### src/rtl/power_of_d_bin_balancer_defines.svh
// ---------------------------------------------------------------------------
// Power-of-d bin balancer assertion macros
// Concurrent check helpers used by the top-level RTL file.
// ---------------------------------------------------------------------------
`ifndef POWER_OF_D_BIN_BALANCER_DEFINES_SVH
`define POWER_OF_D_BIN_BALANCER_DEFINES_SVH

// Same-cycle implication, disabled while reset is asserted.
`define PBB_ASSERT_SAME(label, clk, rst_n, ante, cons, msg) \
    label: assert property (@(posedge clk) disable iff (!(rst_n)) (ante) |-> (cons)) \
        else $error(msg);

// Next-cycle implication, disabled while reset is asserted.
`define PBB_ASSERT_NEXT(label, clk, rst_n, ante, cons, msg) \
    label: assert property (@(posedge clk) disable iff (!(rst_n)) (ante) |=> (cons)) \
        else $error(msg);

`endif

### src/rtl/pbb_pkg.sv
// ---------------------------------------------------------------------------
// Power-of-d bin balancer package
// Field widths, register indexes, defaults and controller/datapath types.
// ---------------------------------------------------------------------------
package pbb_pkg;

    localparam int CAND_W      = 10;
    localparam int LOAD_OUT_W  = 16;
    localparam int BINS_W      = 11;
    localparam int CHOICES_W   = 3;
    localparam int CFG_IDX_W   = 1;
    localparam int CFG_DATA_W  = 11;
    localparam int CAND_FIELDS = 4;
    localparam int CAND_SEL_W  = 2;
    localparam int K_W         = 3;

    localparam int MAX_BINS_DEF    = 1024;
    localparam int MAX_CHOICES_DEF = 4;
    localparam int LOAD_BITS_DEF   = 16;

    localparam logic [CFG_IDX_W-1:0] CFG_NUM_BINS = 1'd0;
    localparam logic [CFG_IDX_W-1:0] CFG_CHOICES  = 1'd1;

    localparam logic [BINS_W-1:0]    NUM_BINS_RST = 11'd1024;
    localparam logic [CHOICES_W-1:0] CHOICES_RST  = 3'd2;

    typedef enum logic [2:0] {
        ST_CLEAR,
        ST_IDLE,
        ST_CHECK,
        ST_READ,
        ST_UPDATE,
        ST_OUT
    } t_state;

    typedef struct packed {
        logic clr_step;
        logic accept;
        logic first_rd;
        logic set_err;
        logic step_rd;
        logic update;
        logic load_out;
    } t_dp_cmd;

    typedef struct packed {
        logic clr_last;
        logic bad;
        logic more;
        logic out_free;
    } t_dp_sts;

endpackage

### src/rtl/pbb_ctrl.sv
// ---------------------------------------------------------------------------
// Power-of-d bin balancer controller
// Sequences the clearing pass, range check, candidate reads and write-back.
// ---------------------------------------------------------------------------
module pbb_ctrl (
    input  logic             i_clk,
    input  logic             i_rst_n,
    input  logic             i_in_valid,
    input  pbb_pkg::t_dp_sts i_sts,
    output logic             o_in_ready,
    output pbb_pkg::t_dp_cmd o_cmd
);

    pbb_pkg::t_state r_state;
    pbb_pkg::t_state n_state;

    always_ff @(posedge i_clk) begin
        if (!i_rst_n) begin
            r_state <= pbb_pkg::ST_CLEAR;
        end else begin
            r_state <= n_state;
        end
    end

    always_comb begin
        n_state = r_state;
        unique case (r_state)
            pbb_pkg::ST_CLEAR: begin
                if (i_sts.clr_last) n_state = pbb_pkg::ST_IDLE;
            end
            pbb_pkg::ST_IDLE: begin
                if (i_in_valid) n_state = pbb_pkg::ST_CHECK;
            end
            pbb_pkg::ST_CHECK: begin
                n_state = i_sts.bad ? pbb_pkg::ST_OUT : pbb_pkg::ST_READ;
            end
            pbb_pkg::ST_READ: begin
                if (!i_sts.more) n_state = pbb_pkg::ST_UPDATE;
            end
            pbb_pkg::ST_UPDATE: begin
                n_state = pbb_pkg::ST_OUT;
            end
            pbb_pkg::ST_OUT: begin
                if (i_sts.out_free) n_state = pbb_pkg::ST_IDLE;
            end
            default: begin
                n_state = pbb_pkg::ST_CLEAR;
            end
        endcase
    end

    always_comb begin
        o_in_ready      = (r_state == pbb_pkg::ST_IDLE);
        o_cmd.clr_step  = (r_state == pbb_pkg::ST_CLEAR);
        o_cmd.accept    = (r_state == pbb_pkg::ST_IDLE) && i_in_valid;
        o_cmd.first_rd  = (r_state == pbb_pkg::ST_CHECK) && !i_sts.bad;
        o_cmd.set_err   = (r_state == pbb_pkg::ST_CHECK) && i_sts.bad;
        o_cmd.step_rd   = (r_state == pbb_pkg::ST_READ);
        o_cmd.update    = (r_state == pbb_pkg::ST_UPDATE);
        o_cmd.load_out  = (r_state == pbb_pkg::ST_OUT) && i_sts.out_free;
    end

endmodule

### config.mk
export PLATFORM = sky130hd
export DESIGN_NAME = pbb_ctrl
export DESIGN_NICKNAME = d
export VERILOG_FILES = /design/src/rtl/power_of_d_bin_balancer_defines.svh /design/src/rtl/pbb_pkg.sv /design/src/rtl/pbb_ctrl.sv
export SDC_FILE = /design/constraint.sdc
export NUM_CORES = 1
export LEC_CHECK = 0
export ABC_AREA = 0
export BUFFER_PORTS_ARGS = -buffer_cell sky130_fd_sc_hd__buf_2
export CAP_MARGIN = 40
export CORE_AREA = 2 2 39 41
export DETAILED_ROUTE_END_ITERATION = 16
export DIE_AREA = 0 0 41 43
export PLACE_DENSITY_LB_ADDON = 0.12
export SLEW_MARGIN = 20
export SYNTH_ARGS = -nofsm -noshare
export SYNTH_HDL_FRONTEND = slang
export SYNTH_SLANG_ARGS = --single-unit
### constraint.sdc
create_clock -name i_clk -period 1.3 [get_ports i_clk]
set_input_delay 0.26 -clock i_clk [delete_from_list [all_inputs] [get_ports i_clk]]
set_output_delay 0.26 -clock i_clk [all_outputs]
set_load 0.005 [all_outputs]
==> insert_results.sql <==
INSERT INTO impl_metrics (metric_group, metric, value, unit) VALUES
('sta', 'layout_setup_ws', '-0.123', 'ns'),
('clocking', 'sink_count_of_the_clock_tree', '3', ''),
('placed_design', 'post-dp-hpwl', '553', 'um'),
('sta', 'report.final.hold_viol_count', '0', ''),
('flow_run', 'maxCapViolCount', '0', ''),
('placed_design', 'place.detailed.instances', '59', ''),
('sta', 'rsz0062_at_grt', 'true', ''),
('worst_setup_path', 'critical_path_class', 'register to output port', ''),
('sta', 'slew-limit-headroom', '0.832', ''),
('hold_path', 'timing.hold.worst.class', 'input pin to register', ''),
('synthesis', 'netlist_area', '264', 'um^2'),
('sta', 'max_freq', '703', 'MHz'),
('die', 'core_footprint', '0.00138', 'mm^2'),
('synthesis', 'synth_warn', '0', ''),
('routing', 'wl_per_cell', '13.5', 'um'),
('die', 'num_rows', '14', ''),
('synthesis', 'postSynthCellCount', '27', ''),
('sta', 'fin_setup_tns', '-0.540', 'ns'),
('routing', 'drt-pass1-iter-count', '4', ''),
('synthesis', 'yosysMostFrequentCell', 'sky130_fd_sc_hd__dfxtp_1', ''),
('placed_design', 'dpl_cell_area', '365', 'um^2'),
('clocking', 'insertion_delay', '0.24', 'ns'),
('routing', 'finalWirelength', '929', 'um'),
('global_route', 'grt_use_total', '0.132', ''),
('power', 'irDropWorstVdd', '0.000351', 'V'),
('routing', 'post_drt_via_cell_ratio', '4.46', ''),
('synthesis', 'ys_types', '21', ''),
('sta', 'finalSetupViolations', '8', ''),
('die', 'die-area', '0.00176', 'mm^2'),
('global_route', 'grt_start_max_net_pins', '7', ''),
('routing', 'vias', '308', ''),
('synthesis', 'synth_top_cells_by_area', 'sky130_fd_sc_hd__dfxtp_1, sky130_fd_sc_hd__nor2b_4, sky130_fd_sc_hd__mux2i_1', ''),
('run_status', 'violations', 'negative setup slack', ''),
('power', 'cellPowerDensity', '909', 'mW/mm^2'),
('die', 'io-pin-count', '15', ''),
('cells_and_area', 'post-route-cell-area', '493', 'um^2'),
('cells_and_area', 'fin_nets', '61', ''),
('die', 'initial_cell_density_of_the_core', '0.191', ''),
('synthesis', 'top_cell_type_by_total_area_after_synthesis', 'sky130_fd_sc_hd__dfxtp_1', ''),
('worst_setup_path', 'worstPathMaxFanout', '6', ''),
('clocking', 'clk_path_buf_depth', '2', ''),
('sta', 'min_period', '1.42', 'ns'),
('die', 'die-width', '41', 'um'),
('synthesis', 'synth_top_area_frac', '0.227', ''),
('sta', 'final-max-slew-violation-count', '0', ''),
('cells_and_area', 'post_route_cells_drive_above_1_share', '0.717', ''),
('worst_setup_path', 'arr_time_crit_path', '1.16', 'ns'),
('placed_design', 'placement.io_buffers', '14', ''),
('cells_and_area', 'finish.cell_count_without_fillers', '69', ''),
('global_route', 'overflow', '0', ''),
('clocking', 'tritoncts_clock_tree', 'done', ''),
('sta', 'post-route-period-util', '1.09', ''),
('synthesis', 'synth.yosys.seq_area_share', '0.227', ''),
('synthesis', 'synthesis.nets', '34', ''),
('run_status', 'outcome', 'complete, but fails checks', ''),
('power', 'cellLeakagePower', '0.245', 'nW'),
('routing', 'first_iter_violations', '5', ''),
('synthesis', 'postSynth.topFlopCell', 'sky130_fd_sc_hd__dfxtp_1', ''),
('global_route', 'antenna_found_initial', '0', ''),
('placed_design', 'globalplace.congestion', '0.692', ''),
('synthesis', 'yosys_register_bits', '3', ''),
('routing', 'remaining_drc_errors', '0', ''),
('clocking', 'h-tree-depth', '1', ''),
('cells_and_area', 'largest-register', 'r_state', ''),
('sta', 'slew_at_the_pin_with_the_worst_max_slew_slack', '0.251', 'ns'),
('global_route', 'global_route_wire_length_before_repair', '1460', 'um'),
('cells_and_area', 'biggest_registers_after_layout', 'r_state x3', ''),
('sta', 'finalClockSkew', '0.00764', 'ns'),
('placed_design', 'placement.setup.worst_slack', '-0.00509', 'ns'),
('clocking', 'clk_root_buffer_cell', 'sky130_fd_sc_hd__clkbuf_4', ''),
('synthesis', 'synthTopCellsByCount', 'sky130_fd_sc_hd__dfxtp_1, sky130_fd_sc_hd__and2_1, sky130_fd_sc_hd__mux2i_1, sky130_fd_sc_hd__nor2b_4, sky130_fd_sc_hd__nor3b_1', '');
## path summary, 6_finish.rpt
path                    from    endpoint  slack, ns  cells past startpoint
setup / recovery  r_state[0]    o_cmd[5]      -0.12                      4
hold / removal       i_rst_n  r_state[1]       0.30                      2
setup reg to reg  r_state[0]  r_state[1]      -0.07                      6
hold reg to reg   r_state[2]  r_state[2]       0.68                      3
## critical path, stage by stage (launching register included)
cell and delay (ns):
sky130_fd_sc_hd__dfxtp_4 0.37, sky130_fd_sc_hd__nor2b_4 0.15, sky130_fd_sc_hd__nor2b_4 0.15, sky130_fd_sc_hd__and2_4 0.16, sky130_fd_sc_hd__buf_6 0.09
## placed cells by master (no fill, tap or decap), types with 2 or more instances in the layout
| master | count |
|---|---|
| sky130_fd_sc_hd__nor2b_4 | 2 |
| sky130_fd_sc_hd__buf_4 | 7 |
| sky130_fd_sc_hd__clkbuf_4 | 3 |
| sky130_fd_sc_hd__buf_2 | 12 |
| sky130_fd_sc_hd__and2_4 | 2 |
| sky130_fd_sc_hd__mux2i_1 | 2 |
| sky130_fd_sc_hd__dfxtp_4 | 3 |
| sky130_fd_sc_hd__buf_6 | 5 |
## through the flow
stage          power (mW)  hold WS, ns   util
5_1_grt             0.476        0.296  0.356
3_3_place_gp        0.231        0.538  0.264
3_5_place_dp        0.231        0.534  0.264
6_report            0.448        0.297  0.356
2_1_floorplan       0.186        0.388      -
4_1_cts             0.442        0.279  0.345
## metal layers
layer / routed length [um] / global-route usage
met5: 0 / 0
met4: 16 / 0.140
met3: 45 / 0.0366
met2: 512 / 0.197
met1: 355 / 0.131
## report_power, final
group / internal, mW / switching (mW)
Clock: 0.116 / 0.0581
Combinational: 0.0989 / 0.0606
Sequential: 0.100 / 0.0148
## timing repair
action | in CTS | in global routing
buffers inserted | 4 | 2
pin swaps | 3 | 5
gates resized for setup | 18 | 0
endpoints found under the setup margin | 10 | 11
hold buffers | 0 | 0
## layout make-up
type                    count  area (um^2)
repair buffers             24          169
clock buffers               4         26.3
well taps                  16         20.0
flip-flops and latches      3         71.3
fillers                   151          891
multi-input cells          22          206
## logic make-up after synthesis
family / after synthesis / synth area share
buffers and inverters: 2 / 0.0711
DFF: 3 / 0.227
and+or+nand+nor: 16 / 0.517
AOI/OAI and AO/OA: 4 / 0.109
muxes: 2 / 0.0758
(Power assumes the default switching activity.)
